==> config.mk <==
export PLATFORM = sky130hd
export DESIGN_NAME = masked_byte_pattern_search
export DESIGN_NICKNAME = d
export VERILOG_FILES = /design/src/rtl/core/mbps_pkg.sv /design/src/rtl/core/mbps_cell.sv /design/src/rtl/core/masked_byte_pattern_search.sv
export SDC_FILE = /design/constraint.sdc
export NUM_CORES = 1
export LEC_CHECK = 0
export ABC_CLOCK_PERIOD_IN_PS = 15300
export BUFFER_PORTS_ARGS = -buffer_cell sky130_fd_sc_hd__buf_2
export CORE_MARGIN = 2
export CORE_UTILIZATION = 45
export DETAILED_ROUTE_END_ITERATION = 6
export PLACE_DENSITY = 0.58
export SETUP_SLACK_MARGIN = 0.1
export SLEW_MARGIN = 5
export SYNTH_ARGS = -nofsm -noshare
export SYNTH_HDL_FRONTEND = slang
export SYNTH_SLANG_ARGS = --single-unit
==> constraint.sdc <==
create_clock -name clk -period 15.3 [get_ports clk]
set_input_delay 4.59 -clock clk [delete_from_list [all_inputs] [get_ports clk]]
set_output_delay 4.59 -clock clk [all_outputs]
set_load 0.05 [all_outputs]
==> src/rtl/core/mbps_pkg.sv <==
package mbps_pkg;

  localparam int MAX_PATTERN_DEF  = 16;
  localparam int ADDRESS_BITS_DEF = 48;

  localparam int BYTE_W        = 8;
  localparam int PATTERN_BYTES = 16;
  localparam int LENGTH_W      = 5;
  localparam int RANGE_BASE_W  = 48;
  localparam int CFG_DATA_W    = 64;
  localparam int CFG_INDEX_W   = 2;

  localparam logic [CFG_INDEX_W-1:0] REG_PATTERN_LOW  = 2'd0;
  localparam logic [CFG_INDEX_W-1:0] REG_PATTERN_HIGH = 2'd1;
  localparam logic [CFG_INDEX_W-1:0] REG_KNOWN_MASK   = 2'd2;
  localparam logic [CFG_INDEX_W-1:0] REG_PATTERN_LEN  = 2'd3;

  typedef logic [BYTE_W-1:0] byte_t;

  typedef struct packed {
    logic shift;
    logic clear;
  } cell_ctrl_t;

endpackage

==> src/rtl/core/mbps_cell.sv <==
module mbps_cell
  import mbps_pkg::*;
(
  input  logic       clk,
  input  cell_ctrl_t ctrl,
  input  byte_t      din,
  input  logic       care,
  input  byte_t      expected,
  output byte_t      dout,
  output logic       hit
);

  byte_t held;

  always_ff @(posedge clk) begin
    if (ctrl.shift) begin
      held <= ctrl.clear ? '0 : din;
    end
  end

  assign dout = held;
  assign hit  = !care || (held == expected);

endmodule

==> src/rtl/core/masked_byte_pattern_search.sv <==
// Masked byte pattern search.
// Bytes of one or more memory ranges arrive on the input channel, one byte
// per beat. A beat with range_start set opens a new range at range_base, and
// a beat with search_start set begins a new search. The pattern, its
// wildcard mask and its length are set through the write port; the user
// must do so only while the block is idle, which the block does not
// enforce. The first match of a search gives one output beat with found
// set and the address of the first pattern byte. A search that ends
// without a match gives one beat with found clear on its last byte. The
// block takes one byte per cycle while the output is not stalled. A
// result is registered: the window cells take the byte on acceptance, and
// the compare stage then loads the output register once the output is
// free. When the receiver stalls, the output register holds its beat and
// the cell row holds one further byte; input ready then drops until the
// output beat is taken. Reset clears the pattern registers, sets the length
// to one, empties the pipeline and clears the match flag and range offset.
module masked_byte_pattern_search
  import mbps_pkg::*;
#(
  parameter int MAX_PATTERN  = MAX_PATTERN_DEF,
  parameter int ADDRESS_BITS = ADDRESS_BITS_DEF
) (
  input  logic                    clk,
  input  logic                    rst,
  input  logic                    cfg_write,
  input  logic [CFG_INDEX_W-1:0]  cfg_index,
  input  logic [CFG_DATA_W-1:0]   cfg_data,
  input  logic                    in_valid,
  output logic                    in_ready,
  input  logic [BYTE_W-1:0]       data_byte,
  input  logic                    range_start,
  input  logic [RANGE_BASE_W-1:0] range_base,
  input  logic                    search_start,
  input  logic                    search_end,
  output logic                    out_valid,
  input  logic                    out_ready,
  output logic                    found,
  output logic [RANGE_BASE_W-1:0] found_address
);

  localparam int WIN = (MAX_PATTERN < PATTERN_BYTES) ? MAX_PATTERN : PATTERN_BYTES;
  localparam int AW  = ADDRESS_BITS;

  logic [CFG_DATA_W-1:0]    pattern_bytes_low;
  logic [CFG_DATA_W-1:0]    pattern_bytes_high;
  logic [PATTERN_BYTES-1:0] known_mask;
  logic [LENGTH_W-1:0]      pattern_length;

  always_ff @(posedge clk) begin
    if (rst) begin
      pattern_bytes_low  <= '0;
      pattern_bytes_high <= '0;
      known_mask         <= '0;
      pattern_length     <= LENGTH_W'(1);
    end else if (cfg_write) begin
      unique case (cfg_index)
        REG_PATTERN_LOW:  pattern_bytes_low  <= cfg_data;
        REG_PATTERN_HIGH: pattern_bytes_high <= cfg_data;
        REG_KNOWN_MASK:   known_mask         <= cfg_data[PATTERN_BYTES-1:0];
        REG_PATTERN_LEN:  pattern_length     <= cfg_data[LENGTH_W-1:0];
        default: ;
      endcase
    end
  end

  logic [LENGTH_W-1:0] eff_len;
  byte_t               pat_arr [PATTERN_BYTES];

  assign eff_len = (pattern_length > LENGTH_W'(WIN)) ? LENGTH_W'(WIN) : pattern_length;

  always_comb begin
    for (int b = 0; b < PATTERN_BYTES; b++) begin
      if (b < 8) begin
        pat_arr[b] = pattern_bytes_low[b*BYTE_W +: BYTE_W];
      end else begin
        pat_arr[b] = pattern_bytes_high[(b-8)*BYTE_W +: BYTE_W];
      end
    end
  end

  logic out_free;
  logic s1_valid;
  logic s1_adv;
  logic accept;

  assign out_free = !out_valid || out_ready;
  assign s1_adv   = s1_valid && out_free;
  assign in_ready = !s1_valid || out_free;
  assign accept   = in_valid && in_ready;

  logic [AW-1:0] base_in;
  logic [AW-1:0] offset;
  logic [AW-1:0] offset_next;
  logic [AW-1:0] cur;
  logic [AW-1:0] cur_next;
  logic          offset_max;
  logic          s1_start;
  logic          s1_end;

  if (AW > RANGE_BASE_W) begin : g_base_wide
    assign base_in = {{(AW-RANGE_BASE_W){1'b0}}, range_base};
  end else if (AW == RANGE_BASE_W) begin : g_base_same
    assign base_in = range_base;
  end else begin : g_base_narrow
    assign base_in = range_base[AW-1:0];
  end

  assign offset_max = &offset;

  always_comb begin
    if (range_start) begin
      offset_next = {{(AW-1){1'b0}}, 1'b1};
      cur_next    = base_in + {{(AW-1){1'b0}}, 1'b1};
    end else if (offset_max) begin
      offset_next = offset;
      cur_next    = cur;
    end else begin
      offset_next = offset + {{(AW-1){1'b0}}, 1'b1};
      cur_next    = cur + {{(AW-1){1'b0}}, 1'b1};
    end
  end

  always_ff @(posedge clk) begin
    if (rst) begin
      s1_valid <= 1'b0;
      offset   <= '0;
      cur      <= '0;
    end else begin
      if (accept) begin
        s1_valid <= 1'b1;
        offset   <= offset_next;
        cur      <= cur_next;
      end else if (s1_adv) begin
        s1_valid <= 1'b0;
      end
    end
  end

  always_ff @(posedge clk) begin
    if (accept) begin
      s1_start <= search_start;
      s1_end   <= search_end;
    end
  end

  byte_t          win      [WIN];
  logic [WIN-1:0] hits;

  for (genvar k = 0; k < WIN; k++) begin : g_cell
    cell_ctrl_t          ctrl;
    logic                clr;
    byte_t               din;
    logic [LENGTH_W-1:0] pidx;
    logic                care;
    byte_t               expected;

    assign pidx = eff_len - LENGTH_W'(k) - LENGTH_W'(1);

    if (k == 0) begin : g_head
      assign din = data_byte;
      assign clr = 1'b0;
    end else begin : g_body
      assign din = win[k-1];
      assign clr = range_start;
    end
    assign ctrl = '{shift: accept, clear: clr};

    assign care     = (LENGTH_W'(k) < eff_len) && known_mask[pidx[3:0]];
    assign expected = pat_arr[pidx[3:0]];

    mbps_cell u_cell (
      .clk      (clk),
      .ctrl     (ctrl),
      .din      (din),
      .care     (care),
      .expected (expected),
      .dout     (win[k]),
      .hit      (hits[k])
    );
  end

  logic          match_seen;
  logic          seen_eff;
  logic          is_match;
  logic          res_valid;
  logic [AW-1:0] addr_full;
  logic [RANGE_BASE_W-1:0] addr_out;

  assign seen_eff  = match_seen && !s1_start;
  assign is_match  = !seen_eff && (eff_len != '0) && (offset >= AW'(eff_len)) && (&hits);
  assign res_valid = is_match || (s1_end && !seen_eff);
  assign addr_full = cur - AW'(eff_len);

  if (AW >= RANGE_BASE_W) begin : g_out_wide
    assign addr_out = addr_full[RANGE_BASE_W-1:0];
  end else begin : g_out_narrow
    assign addr_out = {{(RANGE_BASE_W-AW){1'b0}}, addr_full};
  end

  always_ff @(posedge clk) begin
    if (rst) begin
      match_seen <= 1'b0;
      out_valid  <= 1'b0;
    end else begin
      if (s1_adv) begin
        match_seen <= seen_eff || is_match;
      end
      if (s1_adv && res_valid) begin
        out_valid <= 1'b1;
      end else if (out_ready) begin
        out_valid <= 1'b0;
      end
    end
  end

  always_ff @(posedge clk) begin
    if (s1_adv && res_valid) begin
      found         <= is_match;
      found_address <= is_match ? addr_out : '0;
    end
  end

endmodule
==> flow_metrics.tcl <==
set metrics [dict create \
    status "complete, no violations" \
    io_buffers 180 \
    crit_end "in_ready" \
    fin_skew_ns 0.0344 \
    critPathRequiredTime_ns 10.71 \
    holdCritStartpoint "cur[0]" \
    grt_pass1_vias 26100 \
    crit_fanout 3 \
    p_total_uw 3350 \
    yosysTopAreaCell "edfxtp_1" \
    cts_resized 0 \
    drc 0 \
    cts_max_path_buffers 3 \
    nNetsFinal 3561 \
    syn_avg_cell_area_um2 8.85 \
    place_area_um2 31400 \
    combPwrFrac_pct 21.5 \
    yosysMostFrequentCell "nand2_1" \
    finalWirelength_um 117000 \
    cap_violations 0 \
    syn_nets 3537 \
    holdBufCountCts 0 \
    synthTopCellsByArea "edfxtp_1, dfxtp_1, mux2i_1, mux4_2, nand2_1" \
    dr.pass1.iters 6 \
    postCtsSetupBuffers 0 \
    dieArea_um2 68700 \
    cts_made_buffers 52 \
    crit_type "input port to output port" \
    critPathCaptureType "output port" \
    max_slew_margin_pct 18.2 \
    hold_path_depth 2 \
    setup_viol_count_final 0 \
    yosys.area.top_type_share_pct 17.9 \
    rsz0062_at_grt "false" \
    netlist_top_cells_count "nand2_1, mux2i_1, a21oi_1" \
    cts_root_buffer "clkbuf_16" \
    timing.hold.ws_ns 0.481 \
    ys_seq_area_share_pct 34.5 \
    power_leakage_uw 0.0120 \
    clkPwrFrac_pct 39.1 \
    drive_above_1_share_pct 15.2 \
    reg2reg_depth 17 \
    overflow 0 \
    synth_edf_count 179 \
    grtUsageTotal_pct 32.8 \
    tightest_slew_ns 1.23 \
    cp-startpoint "out_ready" \
    initial_utilization_pct 45.5 \
    clock_insertion_delay_worst_skew_ns 0.62 \
    io_pins 181 \
    switching_share_pct 31.8 \
    reg2reg_from "pattern_length[4]" \
    first_iter_violations 3044 \
    r2r-end "found_address[39]" \
    clock-sinks 427 \
    clkSlewWorstSetupHoldPaths_ns 0.06 \
    ant_nets 0 \
    power_density_nw_per_um2 101 \
    critical_path_arrival_ns 5.12 \
    syn_area_um2 30000 \
    finalCritPeriodShare_pct 63.4 \
    r2r_slack_ns 7.76 \
    final_area_um2 33200 \
    max_freq_ghz 0.103 \
    yosys_register_bits 427 \
    grt_first_pass_wirelength_um 171000 \
    yosysUniqueCellTypes 83 \
    drv_slew 0 \
    grt_max_degree 123 \
    intPower_uw 2280 \
    hold_violations 0 \
    h-tree-depth 2 \
    sequentialPowerShare_pct 39.4 \
    vias 27700 \
    final_core_util_pct 50.4 \
    fin_crit_ns 9.71 \
    synth_ff_type "dfxtp_1" \
    worstHoldPathType "flip-flop to flip-flop" \
    cp-start-kind "input port" \
    avgViaCountPerCell 6.40 \
    core_area_um2 65900 \
    hpwl_um 84400 \
    globalplace.congestion 1.02 \
    yosys_warnings 0 \
    setup_tns_ns 0 \
    die_x_um 262 \
    synthCells 3388 \
    antenna_found_initial 5 \
    fp.dieH_um 262 \
    ir_drop_mv 0.0859 \
    switchingPower_uw 1070 \
    areaGrowthSynthToFinish_pct 10.7 \
    cts_tree "done" \
    fill_cells 6208 \
    synthArstFlopShare_pct 0 \
    wl_per_cell_um 27.1 \
    rows 94 \
]
-- final cells by class --
| class | count | area [um^2] | area share, % |
|---|---|---|---|
| diodes | 4 | 10.0 | 0.0301 |
| clock buffers | 70 | 1480 | 4.47 |
| clock inverters | 27 | 310 | 0.934 |
| inverters | 39 | 149 | 0.448 |
| multi-input cells | 2663 | 18600 | 55.9 |
| flip-flops and latches | 427 | 10300 | 31.2 |
| well taps | 864 | 1080 | 3.25 |
| repair buffers | 229 | 1280 | 3.86 |
-- worst min-delay path by stage --
stage,slack [ns],to
floorplan,0.45,match_seen
global placement,0.46,match_seen
detailed placement,0.47,cur[0]
CTS,0.48,cur[0]
global route,0.50,cur[0]
finish,0.48,cur[0]
-- metrics by stage --
step,cells,setup slack (ns)
2_1_floorplan,3388,5.02
3_3_place_gp,4222,5.62
3_5_place_dp,4222,5.60
4_1_cts,4319,5.59
5_1_grt,4321,5.55
6_report,4323,5.59
-- routing by layer --
metal | vias to the layer above | global-route usage [%] | wire, um
met5 | - | 0 | 33
met2 | 1397 | 52.3 | 53300
met1 | 13400 | 39.9 | 44800
met3 | 389 | 5.96 | 9050
met4 | 4 | 23.4 | 9830
li1 | 12400 | - | -
-- cell usage in the layout (no fill, tap or decap), types with 27 or more instances in the layout --
| cell type | n |
|---|---|
| o21ai_0 | 125 |
| nor3_1 | 63 |
| xnor2_1 | 100 |
| nor2_1 | 215 |
| mux4_2 | 93 |
| nand3_1 | 71 |
| nand4_1 | 31 |
| a21oi_1 | 292 |
| mux2_2 | 56 |
| inv_1 | 34 |
| nand2_1 | 505 |
| buf_4 | 49 |
| a22oi_1 | 34 |
| o211ai_1 | 27 |
| clkbuf_16 | 56 |
| or3_1 | 27 |
| edfxtp_1 | 179 |
| nor4_1 | 40 |
| xor2_1 | 124 |
| a31oi_1 | 35 |
| mux2i_1 | 315 |
| dfxtp_1 | 245 |
| o22ai_1 | 46 |
| buf_2 | 178 |
| nor2b_1 | 138 |
-- flip-flops by register name, indices dropped and copies added (netlist names) --
register / cells
pattern_length: 5
out_valid: 1
found: 1
found_address: 48
s1_valid: 1
pattern_bytes_low: 64
cur: 48
s1_end: 1
offset: 48
pattern_bytes_high: 64
s1_start: 1
known_mask: 16
match_seen: 1
g_cell.u_cell.dout: 128
-- power by group through the flow --
stage               Sequential (uW)  Clock [uW]  Combinational [uW]
CTS                            1320        1330                 705
global placement               1340           0                 692
detailed placement             1340           0                 702
floorplan                      1340           0                 457
finish                         1320        1310                 722
global route                   1320        1370                 762
-- critical path, cell delays in order --
cell,delay (ns)
buf_2,0.10
nand3b_1,0.18
buf_2,0.24
-- kinds of logic (layout without fill, tap and decap cells) --
family | Yosys count | count (layout) | synth area share [%]
AND/OR/NAND/NOR | 1244 | 1244 | 20.0
AO/OA/AOI/OAI | 704 | 704 | 14.3
multiplexers | 466 | 466 | 19.7
flip-flops | 427 | 427 | 34.5
buffers and inverters | 298 | 365 | 4.05
XOR/XNOR | 229 | 229 | 6.71
adder cells (fa/ha/maj) | 20 | 20 | 0.851
other | 0 | 4 | 0
No activity file was read; power rests on OpenSTA's default activity.
